--- src/bis_pkg.sv ---
package bis_pkg;

  // source store geometry
  localparam int unsigned SRC_MAX_W  = 256;
  localparam int unsigned SRC_MAX_H  = 256;
  localparam int unsigned DST_MAX    = 4096;
  localparam int unsigned FRAC_BITS  = 8;

  localparam int unsigned POS_W      = 12;
  localparam int unsigned SDIM_W     = 9;
  localparam int unsigned DDIM_W     = 13;
  localparam int unsigned COORD_W    = $clog2(SRC_MAX_W);
  localparam int unsigned ROW_W      = $clog2(SRC_MAX_H);
  localparam int unsigned PROD_W     = POS_W + SDIM_W;
  localparam int unsigned QUO_W      = COORD_W + FRAC_BITS;
  localparam int unsigned WGT_W      = 2 * FRAC_BITS + 1;
  localparam int unsigned BANK_DEPTH = (SRC_MAX_W * SRC_MAX_H) / 4;
  localparam int unsigned BANK_AW    = $clog2(BANK_DEPTH);
  localparam int unsigned PIX_W      = 32;

  // register map
  typedef enum logic [1:0] {
    REG_SRC_W = 2'b00,
    REG_SRC_H = 2'b01,
    REG_DST_W = 2'b10,
    REG_DST_H = 2'b11
  } cfg_reg_t;

  // command codes
  localparam logic CMD_LOAD    = 1'b0;
  localparam logic CMD_COMPUTE = 1'b1;

  // transaction traveling down the pipeline
  typedef struct packed {
    logic               vld;
    logic               cmd;
    logic               ok;
    logic [POS_W-1:0]   px;
    logic [POS_W-1:0]   py;
    logic [PIX_W-1:0]   rgba;
  } pkt_t;

endpackage

--- src/bis_div.sv ---
module bis_div (
  input  logic                        clk,
  input  logic                        en,
  input  logic [bis_pkg::PROD_W-1:0]  prod,
  input  logic [bis_pkg::DDIM_W-1:0]  den,
  output logic [bis_pkg::QUO_W-1:0]   quo
);

  localparam int unsigned QW = bis_pkg::QUO_W;
  localparam int unsigned RW = bis_pkg::DDIM_W;
  localparam int unsigned FB = bis_pkg::FRAC_BITS;
  localparam int unsigned PW = bis_pkg::PROD_W;

  logic [RW-1:0] rem_r [QW];
  logic [QW-1:0] lo_r  [QW];
  logic [QW-1:0] q_r   [QW];

  // numerator is prod << FB; quotient fits QW bits, so the top bits seed the remainder
  logic [RW-1:0] rem_init;
  logic [QW-1:0] lo_init;
  logic [PW+FB-1:0] num;

  assign num      = {prod, {FB{1'b0}}};
  assign rem_init = RW'(num >> QW);
  assign lo_init  = num[QW-1:0];

  // one restoring step per stage
  for (genvar k = 0; k < QW; k++) begin : g_stage
    logic [RW-1:0] rem_in;
    logic [QW-1:0] lo_in;
    logic [QW-1:0] q_in;
    logic [RW:0]   trial;
    logic          ge;

    if (k == 0) begin : g_first
      assign rem_in = rem_init;
      assign lo_in  = lo_init;
      assign q_in   = '0;
    end else begin : g_next
      assign rem_in = rem_r[k-1];
      assign lo_in  = lo_r[k-1];
      assign q_in   = q_r[k-1];
    end

    assign trial = {rem_in, lo_in[QW-1]};
    assign ge    = (trial >= {1'b0, den});

    always_ff @(posedge clk) begin
      if (en) begin
        rem_r[k] <= ge ? RW'(trial - {1'b0, den}) : trial[RW-1:0];
        lo_r[k]  <= {lo_in[QW-2:0], 1'b0};
        q_r[k]   <= {q_in[QW-2:0], ge};
      end
    end
  end

  assign quo = q_r[QW-1];

endmodule

--- config.mk ---
export PLATFORM = sky130hd
export DESIGN_NAME = bis_div
export DESIGN_NICKNAME = d
export VERILOG_FILES = /design/src/bis_pkg.sv /design/src/bis_div.sv
export SDC_FILE = /design/constraint.sdc
export NUM_CORES = 1
export LEC_CHECK = 0
export BUFFER_PORTS_ARGS = -buffer_cell sky130_fd_sc_hd__clkbuf_2
export CAP_MARGIN = 10
export CORE_MARGIN = 10
export CORE_UTILIZATION = 60
export DETAILED_ROUTE_END_ITERATION = 10
export GPL_TIMING_DRIVEN = 1
export PLACE_DENSITY = 0.87
export SYNTH_ARGS = -nofsm -noshare
export SYNTH_HDL_FRONTEND = slang
export SYNTH_SLANG_ARGS = --single-unit
--- constraint.sdc ---
create_clock -name clk -period 4.49 [get_ports clk]
set_input_delay 0.6735 -clock clk [delete_from_list [all_inputs] [get_ports clk]]
set_output_delay 0.6735 -clock clk [all_outputs]
set_load 0.01 [all_outputs]
==> load_flow_metrics.sql <==
INSERT INTO impl_metrics (metric_group, metric, value, unit) VALUES
('floorplan', 'fp.dieArea', '44600', 'um2'),
('synth', 'ys.warnings.count', '0', ''),
('critical_path', 'reg2reg_depth', '9', ''),
('critical_path', 'timing.critical_path.arrival', '3.59', 'ns'),
('critical_path', 'crit_fanout', '15', ''),
('floorplan', 'rows', '69', ''),
('timing', 'layout_min_cycle_time', '3.29', 'ns'),
('synth', 'synth_top_flop_cell', 'sky130_fd_sc_hd__edfxtp_1', ''),
('floorplan', 'core', '35800', 'um2'),
('cts', 'tritoncts', 'done', ''),
('placement', 'final_weighted_congestion_in_routability_driven_placement', '0.946', ''),
('cts', 'post-cts-setup-buffers', '0', ''),
('flow_run', 'max_cap_viol_count', '0', ''),
('global_route', 'globalRoute.totalOverflow', '0', ''),
('timing', 'timing.clock.skew', '0.0170', 'ns'),
('outcome', 'result_of_the_run', 'completed', ''),
('hold_path', 'hold_path_class', 'primary input to flop', ''),
('global_route', 'grt_pass1_vias', '15600', ''),
('cts', 'cts_root_buf', 'sky130_fd_sc_hd__clkbuf_16', ''),
('cts', 'clock_buffer_count_from_cts', '38', ''),
('routing', 'vias', '15600', ''),
('floorplan', 'dieWidth', '211', 'um'),
('synth', 'synth_edf_count', '359', ''),
('pwr', 'share_comb_of_total_power', '47.6', '%'),
('cts', 'cts_hold_buf', '0', ''),
('cts', 'cts.repair.resized', '0', ''),
('routing', 'detail_route.wirelength', '48.3', 'mm'),
('critical_path', 'r2r-start', 'rem_r[1][65]$_SDFFCE_PN0P_', ''),
('floorplan', 'floorplan.initialDensity', '61.3', '%'),
('routing', 'count_of_tritonroute_iterations_in_the_first_routing_pass', '7', ''),
('placement', 'post-place-cells', '2458', ''),
('global_route', 'grtUsageTotal', '21.7', '%'),
('cts', 'clk_pin_slew_worst_setup_hold_paths', '0.06', 'ns'),
('cts', 'cts_buffer_depth', '3', ''),
('placement', 'dp_hpwl', '35.1', 'mm'),
('synth', 'netlist-cell-type-count', '66', ''),
('synth', 'yosysSeqAreaShare', '49.1', '%'),
('timing', 'setup-tns-final', '0', 'ns'),
('synth', 'syn-instance-count', '1941', ''),
('pwr', 'p_int', '10.8', 'mW'),
('timing', 'max_slew_margin', '35.4', '%'),
('cells_and_area', 'syn_to_final_growth', '10.3', '%'),
('critical_path', 'worst-r2r-setup-slack', '1.28', 'ns'),
('hold_path', 'worst_hold_end', 'lo_r[0][13]$_DFFE_PP_', ''),
('routing', 'final_antenna_net_count', '0', ''),
('cells_and_area', 'postLayoutCellArea', '24200', 'um2'),
('routing', 'detail_route.iter0.violations', '1025', ''),
('pwr', 'power_switching_share', '37.2', '%'),
('synth', 'synthXorXnorAreaFrac', '5.27', '%'),
('pwr', 'cellLeakagePower', '9.82', 'nW'),
('synth', 'muxShareOfSynthArea', '4.66', '%'),
('cells_and_area', 'final_core_util', '67.6', '%'),
('critical_path', 'worstSetupStartpointType', 'primary input', ''),
('cells_and_area', 'layout_commonest_cell', 'sky130_fd_sc_hd__edfxtp_1', ''),
('critical_path', 'cp_data_required_time', '4.79', 'ns'),
('hold_path', 'worstHoldPathCells', '1', ''),
('cts', 'cts_num_sinks', '359', ''),
('global_route', 'initial_antenna_violation_count', '0', ''),
('global_route', 'maximum_number_of_pins_on_one_net_before_global_route_repair', '126', ''),
('timing', 'rsz_0062_raised_after_global_routing', 'false', ''),
('timing', 'timing.fmax', '0.304', 'GHz'),
('pwr', 'power.clock.fraction', '17.7', '%'),
('synth', 'compound_gate_portion_of_the_synthesized_area', '15.4', '%'),
('pwr', 'power.net_switching', '6.39', 'mW'),
('critical_path', 'crit_path_end_kind', 'flop', ''),
('synth', 'synth_fa_ha_area_share', '13.2', '%'),
('cells_and_area', 'insertedDiodeCount', '0', ''),
('synth', 'synth.avg_cell_area', '11.3', 'um2'),
('placement', 'io_buffer_count', '51', ''),
('floorplan', 'number_of_top_level_pins', '52', ''),
('synth', 'synth_top_family_by_area', 'compound AO/OA/AOI/OAI gates', '');
==> layer usage <==
| metal | up-vias | global-route usage, % | share of wire (%) |
|---|---|---|---|
| li1 | 7509 | - | - |
| met1 | 7474 | 25.7 | 41 |
| met2 | 509 | 36.9 | 48 |
| met3 | 152 | 4.58 | 6.6 |
| met4 | 0 | 10.2 | 4.6 |
| met5 | - | 0 | 0 |
==> power groups by stage <==
stage	combinational (mW)	clock, mW	sequential, mW
6_report	8.18	3.05	5.95
5_1_grt	9.12	3.23	6.04
4_1_cts	8.09	3.11	5.94
3_5_place_dp	8.03	0	5.99
3_3_place_gp	7.64	0	5.95
2_1_floorplan	6.35	0	5.70
==> sequential cells by signal (all words and copies together) (netlist names) <==
register  flops
q_r         136
lo_r         28
rem_r       195
==> cells by family (layout without fill, tap and decap cells) <==
group | after synthesis | after routing
compound gates | 541 | 541
xor+xnor | 132 | 132
fa+ha+maj | 222 | 222
buf+inv | 126 | 249
flops | 359 | 359
mux | 92 | 92
simple gates | 469 | 469
==> worst max-delay path, stage by stage <==
cell and delay [ns]:
sky130_fd_sc_hd__clkbuf_2 0.08, sky130_fd_sc_hd__inv_1 0.62, sky130_fd_sc_hd__ha_1 0.43, sky130_fd_sc_hd__a21oi_1 0.21, sky130_fd_sc_hd__o21ai_0 0.14, sky130_fd_sc_hd__nor2b_1 0.15, sky130_fd_sc_hd__a2111oi_0 0.46, sky130_fd_sc_hd__o21a_1 0.43
sky130_fd_sc_hd__buf_4 0.27, sky130_fd_sc_hd__o21ai_0 0.11
==> metrics by stage <==
step / setup WS (ns) / total power [mW]
after floorplan: 0.821 / 12.1
after global placement: 0.743 / 13.6
after detailed placement: 0.529 / 14.0
after CTS: 1.12 / 17.1
after global routing: 1.03 / 18.4
final: 1.20 / 17.2
==> layout make-up <==
type / count / area, um2
Timing Repair Buffer: 92 / 623
Inverter: 91 / 342
Clock buffer: 47 / 1010
Clock inverter: 19 / 179
Multi-Input combinational cell: 1456 / 10700
Sequential cell: 359 / 10800
Tap cell: 461 / 577
Fill cell: 2555 / 11600
==> cell usage after synthesis (15+ instances only) <==
cell,n,share of area (%)
sky130_fd_sc_hd__clkbuf_1,24,0.41
sky130_fd_sc_hd__mux2_2,80,4.1
sky130_fd_sc_hd__nand2_1,169,2.9
sky130_fd_sc_hd__nor2b_1,34,0.97
sky130_fd_sc_hd__fa_1,15,1.4
sky130_fd_sc_hd__nand2b_1,29,0.83
sky130_fd_sc_hd__a211oi_1,24,0.82
sky130_fd_sc_hd__a21o_1,72,2.5
sky130_fd_sc_hd__nor2_1,92,1.6
sky130_fd_sc_hd__inv_1,90,1.5
sky130_fd_sc_hd__xnor2_1,69,2.8
sky130_fd_sc_hd__and2_1,21,0.60
sky130_fd_sc_hd__xor2_1,63,2.5
sky130_fd_sc_hd__nand3_1,35,0.80
sky130_fd_sc_hd__a21oi_1,118,2.7
sky130_fd_sc_hd__nor3_1,24,0.55
sky130_fd_sc_hd__o21bai_1,19,0.65
sky130_fd_sc_hd__nand4_1,24,0.68
sky130_fd_sc_hd__a31oi_1,25,0.71
sky130_fd_sc_hd__o21ai_0,174,4.0
sky130_fd_sc_hd__ha_1,207,12
sky130_fd_sc_hd__o21a_1,20,0.68
sky130_fd_sc_hd__edfxtp_1,359,49
==> worst max path at each step <==
stage / from / to / cells past startpoint
after global routing: den[9] / rem_r[1][3]$_DFFE_PP_ / 10
after floorplan: den[0] / rem_r[1][79]$_DFFE_PP_ / 9
after CTS: den[9] / rem_r[1][64]$_DFFE_PP_ / 8
after global placement: den[9] / rem_r[1][55]$_DFFE_PP_ / 8
after detailed placement: den[9] / rem_r[1][64]$_DFFE_PP_ / 8
final: den[9] / rem_r[1][8]$_DFFE_PP_ / 10
Note: power is estimated with default switching activity, not from simulation.
